**config.mk**
```make
export PLATFORM = sky130hd
export DESIGN_NAME = sde_sqrt
export DESIGN_NICKNAME = d
export VERILOG_FILES = /design/src/rtl/sde_pkg.sv /design/src/rtl/sde_sqrt.sv
export SDC_FILE = /design/constraint.sdc
export NUM_CORES = 1
export LEC_CHECK = 0
export ABC_AREA = 1
export BUFFER_PORTS_ARGS = -buffer_cell sky130_fd_sc_hd__buf_4
export CAP_MARGIN = 20
export CORE_MARGIN = 8
export CORE_UTILIZATION = 45
export DETAILED_ROUTE_END_ITERATION = 16
export SYNTH_ARGS = -nofsm -noshare
export SYNTH_HDL_FRONTEND = slang
export SYNTH_SLANG_ARGS = --single-unit
```
**constraint.sdc**
```tcl
create_clock -name clk -period 9.8 [get_ports clk]
set_input_delay 2.45 -clock clk [delete_from_list [all_inputs] [get_ports clk]]
set_output_delay 2.45 -clock clk [all_outputs]
set_load 0.05 [all_outputs]
```
**src/rtl/sde_pkg.sv**
```systemverilog
package sde_pkg;

	// field widths
	localparam int TEMP_W = 23;
	localparam int SAL_W  = 24;
	localparam int DENS_W = 27;

	// upper bound of the density result, 1100.0 kg/m^3 in q16
	localparam logic [DENS_W-1:0] DENSITY_MAX = 27'd72089600;

	// internal widths shared between the core and its units
	localparam int X_W     = 39;
	localparam int ROOT_W  = 20;
	localparam int NUM_W   = 46;
	localparam int DEN_W   = 44;

	// pipeline depths
	localparam int SQRT_LAT = 11;
	localparam int POLY_LAT = 15;
	localparam int DIV_LAT  = 31;
	localparam int CORE_LAT = POLY_LAT + DIV_LAT;

	// decimal coefficient to fixed point, rounded to nearest, ties away from zero
	function automatic logic signed [63:0] coef(input logic signed [31:0] mant,
			input int dexp, input int frac);
		logic [63:0] p;
		logic [63:0] m;
		logic [63:0] q;
		logic [63:0] r;
		logic        neg;
		logic        nxt_bit;
		p   = 64'd1;
		neg = mant[31];
		m   = neg ? 64'(-mant) : 64'(mant);
		q   = 64'd0;
		r   = 64'd0;
		for (int i = 0; i < dexp; i++) begin
			p = p * 64'd10;
		end
		for (int i = 0; i < 32 + frac; i++) begin
			nxt_bit = 1'b0;
			if (i < 32) begin
				nxt_bit = m[31-i];
			end
			r = {r[62:0], nxt_bit};
			q = {q[62:0], 1'b0};
			if (r >= p) begin
				r = r - p;
				q = q + 64'd1;
			end
		end
		if ((r << 1) >= p) begin
			q = q + 64'd1;
		end
		return neg ? -$signed(q) : $signed(q);
	endfunction

	// arithmetic right shift with rounding to nearest, ties toward +inf
	function automatic logic signed [63:0] rnd(input logic signed [63:0] x, input int n);
		return (x + (64'sd1 <<< (n - 1))) >>> n;
	endfunction

	// denominator coefficients
	localparam logic signed [38:0] K_A0 = 39'(coef(32'sd368390573, 15, 56));
	localparam logic signed [41:0] K_A4 = 42'(coef(32'sd180809186, 18, 72));
	localparam logic signed [37:0] K_B0 = 38'(coef(-32'sd460835542, 13, 48));
	localparam logic signed [36:0] K_C0 = 37'(coef(32'sd728606739, 11, 40));
	localparam logic signed [41:0] K_E0 = 42'(coef(-32'sd927062484, 14, 56));
	localparam logic signed [33:0] K_E2 = 34'(coef(-32'sd178343643, 18, 64));
	localparam logic signed [41:0] K_G0 = 42'(coef(32'sd476534122, 14, 56));
	localparam logic signed [33:0] K_G2 = 34'(coef(32'sd163410736, 17, 60));
	localparam logic signed [33:0] K_I0 = 34'(coef(32'sd214691708, 11, 40));
	localparam logic signed [63:0] K_ONE = 64'sd1 <<< 40;

	// numerator coefficients
	localparam logic signed [38:0] K_NA0 = 39'(coef(-32'sd545928211, 10, 40));
	localparam logic signed [39:0] K_NA1 = 40'(coef(32'sd398476704, 12, 48));
	localparam logic signed [37:0] K_NB0 = 38'(coef(32'sd735212840, 8, 32));
	localparam logic signed [36:0] K_NS0 = 37'(coef(32'sd296938239, 8, 32));
	localparam logic signed [35:0] K_NS1 = 36'(coef(-32'sd723268813, 11, 40));
	localparam logic signed [35:0] K_NS2 = 36'(coef(32'sd212382341, 11, 40));
	localparam logic signed [44:0] K_N0  = 45'(coef(32'sd999843699, 6, 32));

endpackage

```
**src/rtl/sde_sqrt.sv**
```systemverilog
module sde_sqrt
	import sde_pkg::*;
(
	input  logic              clk,
	input  logic              en,
	input  logic [X_W-1:0]    x,
	output logic [ROOT_W-1:0] root
);

	typedef struct packed {
		logic [38:0] rem;
		logic [39:0] res;
	} sq_st_t;

	// one digit of the bitwise square root
	function automatic sq_st_t sq_step(input sq_st_t cur, input int k);
		logic [40:0] one;
		logic [40:0] trial;
		sq_st_t      nxt;
		one   = 41'd1 << (38 - 2 * k);
		trial = 41'(cur.res) + one;
		if (41'(cur.rem) >= trial) begin
			nxt.rem = cur.rem - 39'(trial);
			nxt.res = (cur.res >> 1) + 40'(one);
		end else begin
			nxt.rem = cur.rem;
			nxt.res = cur.res >> 1;
		end
		return nxt;
	endfunction

	sq_st_t              st_s [1:10];
	logic [ROOT_W-1:0]   root_s11;

	// two digits per stage
	for (genvar j = 0; j < 10; j++) begin : g_stage
		if (j == 0) begin : g_first
			always_ff @(posedge clk) begin
				if (en) begin
					st_s[1] <= sq_step(sq_step('{rem: x, res: 40'd0}, 0), 1);
				end
			end
		end else begin : g_next
			always_ff @(posedge clk) begin
				if (en) begin
					st_s[j+1] <= sq_step(sq_step(st_s[j], 2 * j), 2 * j + 1);
				end
			end
		end
	end

	// round to nearest
	always_ff @(posedge clk) begin
		if (en) begin
			root_s11 <= ROOT_W'(st_s[10].res)
				+ ROOT_W'(40'(st_s[10].rem) > st_s[10].res);
		end
	end

	assign root = root_s11;

endmodule

```
==> flow_metrics.env <==
export IMPL_cts_tree="built"
export IMPL_final_cell_mix="nand2_1, inv_1, edfxtp_1"
export IMPL_power_leakage_uw=0.0195
export IMPL_overflow=0
export IMPL_critPathKind="flop to flop"
export IMPL_synthesis_area_sq_um=39900
export IMPL_cp_num_buf_inv=4
export IMPL_fin_skew_ps=49.4
export IMPL_drt_iter0_drc=2941
export IMPL_crit_path_end_kind="flop"
export IMPL_clkSlewWorstSetupHoldPaths_ps=60
export IMPL_crit_fanout=28
export IMPL_synth_edff_count=520
export IMPL_vias_per_cell=5.36
export IMPL_drtAntennaViolNets=0
export IMPL_finalNetCount=5589
export IMPL_reg2reg_slack_ps=3610
export IMPL_nFillCells=8887
export IMPL_drv_cap=0
export IMPL_power_density_nw_per_um2=278
export IMPL_totalWireLength_um=121000
export IMPL_fp_dieH_um=314
export IMPL_die_x_um=314
export IMPL_hold_end="st_s[3][31]"
export IMPL_status="complete, no violations"
export IMPL_drive_above_1_share_pct=7.49
export IMPL_post_cts_resize_count=0
export IMPL_rows=109
export IMPL_min_from="st_s[2][33]"
export IMPL_clk_latency_ps=670
export IMPL_cts_sinks=520
export IMPL_final_setup_tns_ps=0
export IMPL_syn_to_final_growth_pct=9.35
export IMPL_async_flop_share_pct=0
export IMPL_tightest_slew_ps=1030
export IMPL_grt_pass1_wl_um=188000
export IMPL_setup_violations=0
export IMPL_ys_types=64
export IMPL_crit_top_cell="nand2_1"
export IMPL_r2r_start="st_s[7][18]"
export IMPL_coreArea_sq_um=88100
export IMPL_cp_cell_sequence="inv_1 > ha_1 > nand2_1 > nor2_1 > nand2_1 > nor3_1 > a21oi_2 > nand2_2 > clkinv_1 > o21ai_0 > ha_1 > nand2_1 > nor2_1 > nand3_1 > nor3_1 > nand3_1 > inv_1 > nand2_1 > nand2_2 > inv_2 > nand2_1 > nand2_1"
export IMPL_rsz0062_at_grt="no"
export IMPL_worst_path_max_delay_cell="clkinv_1"
export IMPL_route_detailed_drc=0
export IMPL_ys_flop_type="edfxtp_1"
export IMPL_cts_max_level=2
export IMPL_place_congestion=1.01
export IMPL_startpoint_type="flop"
export IMPL_fin_crit_ps=6190
export IMPL_dr_pass1_iters=6
export IMPL_yosys_warnings=0
export IMPL_io_buffers=60
export IMPL_grt_start_max_net_pins=184
export IMPL_dp_slack_ps=3760
export IMPL_grt_pass1_vias=32800
export IMPL_vdd_drop_max_mv=0.204
export IMPL_synthCells=5215
export IMPL_hpwl_um=98800
export IMPL_hold_slack_ps=445
export IMPL_hold_buffers=0
export IMPL_cts_made_buffers=60
export IMPL_antenna_found_initial=3
export IMPL_grtUsageTotal_pct=23.9
export IMPL_io_pins=61
export IMPL_finalMaxSlewViolations=0
export IMPL_antenna_cells=0
export IMPL_syn_avg_cell_area_sq_um=7.66
export IMPL_finalHoldViolCount=0
export IMPL_hold_depth=0
export IMPL_slowest_delay_ps=670
export IMPL_ys_seq_area_share_pct=39.1
export IMPL_relSlewSlack_pct=31.7
export IMPL_required_ps=10170
export IMPL_num_vias=34900
export IMPL_wl_per_cell_um=18.6
export IMPL_die_area_sq_um=98500
export IMPL_r2r_end="st_s[8][53]"
export IMPL_clockRootBuffer="clkbuf_16"
export IMPL_fin_ws_ps=3610
export IMPL_critPathArrivalTime_ps=6560
export IMPL_syn_nets=5513
export IMPL_hold_class="flop to flop"
export IMPL_start_util_pct=45.3
export IMPL_synth_seq_cells=520
export IMPL_fmax_mhz=162
export IMPL_post_cts_setup_buffers=0
export IMPL_path_delay_family="simple AND/OR/NAND/NOR gates"
export IMPL_clockBufferDepth=3
export IMPL_reg2reg_depth=22
export IMPL_period_share_pct=63.1
export IMPL_layout_commonest_cell="nand2_1"
export IMPL_worstSetupStartpoint="st_s[7][18]"
-- sequential cells by signal, summed over array words and instances, names as in the netlist --
| register | count |
|---|---|
| st_s | 500 |
| root | 20 |
-- per-layer routing --
metal,global-route usage (%),up-vias,routed length [um]
li1,-,17600,-
met1,34.1,16100,56900
met2,37.5,949,52900
met3,3.49,163,7670
met4,7.02,0,3680
met5,0,-,0
-- worst max-delay path by stage --
stage / to / slack [ps] / cells past startpoint
after CTS: st_s[8][53] / 3680 / 22
after global placement: st_s[8][57] / 3750 / 22
after floorplan: st_s[10][60] / 5610 / 31
after global routing: st_s[8][53] / 3030 / 22
after detailed placement: st_s[8][53] / 3760 / 22
final: st_s[8][53] / 3610 / 22
-- through the flow --
step           total power (uW)  utilization (%)  cell area [sq um]  std cells
2_1_floorplan              7970                -              39900       5215
3_3_place_gp               9680             47.1              41500       6394
3_5_place_dp               9670             47.1              41500       6394
4_1_cts                   12200             49.6              43700       6506
5_1_grt                   13100             49.6              43700       6506
6_report                  12100             49.6              43700       6506
-- cell usage after synthesis (all sizes together) (16+ instances only) --
master | count | area (sq um)
a31oi | 16 | 100
nand3b | 21 | 161
ha | 257 | 3220
nor2 | 552 | 2280
buf | 34 | 318
xnor2 | 75 | 664
nand2 | 1495 | 5740
a21oi | 309 | 1690
inv | 726 | 2730
or2 | 25 | 156
xor2 | 157 | 1380
edfxtp | 520 | 15600
nand3 | 369 | 2080
clkbuf | 17 | 63.8
o21a | 19 | 143
nor3 | 91 | 465
o21ai | 266 | 1350
nand4 | 119 | 744
o21bai | 26 | 199
nor4 | 58 | 363
-- power breakdown --
| group | switching, uW | internal [uW] | leakage, uW | total (uW) |
|---|---|---|---|---|
| Combinational | 4230 | 2050 | 0.0135 | 6280 |
| Clock | 975 | 1450 | 0.00104 | 2420 |
| Sequential | 332 | 3100 | 0.00498 | 3430 |
| Total | 5540 | 6600 | 0.0195 | 12100 |
-- worst register-to-register path, cell delays in order, from the launching register on --
cell      delay, ps
edfxtp_1        420
inv_1           100
ha_1            400
nand2_1         150
nor2_1          200
nand2_1          90
nor3_1          240
a21oi_2         120
nand2_2         400
clkinv_1        680
o21ai_0         600
ha_1            270
nand2_1         160
nor2_1          180
nand3_1         190
nor3_1          340
nand3_1         110
inv_1            70
nand2_1          50
nand2_2         460
inv_2           410
nand2_1         190
nand2_1          70
-- kinds of logic after synthesis --
logic type                 Yosys count  share of synthesized area, %
DFF                                520                          39.1
xor gates and xnor gates           232                          5.11
AOI/OAI and AO/OA                  672                          9.46
muxes                                1                        0.0251
adders and majority gates          257                          8.05
buffers and inverters              780                          7.83
and+or+nand+nor                   2753                          30.4
-- area by class of cell --
class / instances / area (sq um) / share of cell area [%]
Inverter: 729 / 2740 / 6.29
Clock inverter: 46 / 611 / 1.40
Timing Repair Buffer: 65 / 520 / 1.19
Sequential cell: 520 / 15600 / 35.8
Multi-Input combinational cell: 3915 / 21200 / 48.5
Tap cell: 1165 / 1460 / 3.34
Clock buffer: 66 / 1520 / 3.49
No activity file was read; power rests on OpenSTA's default activity.
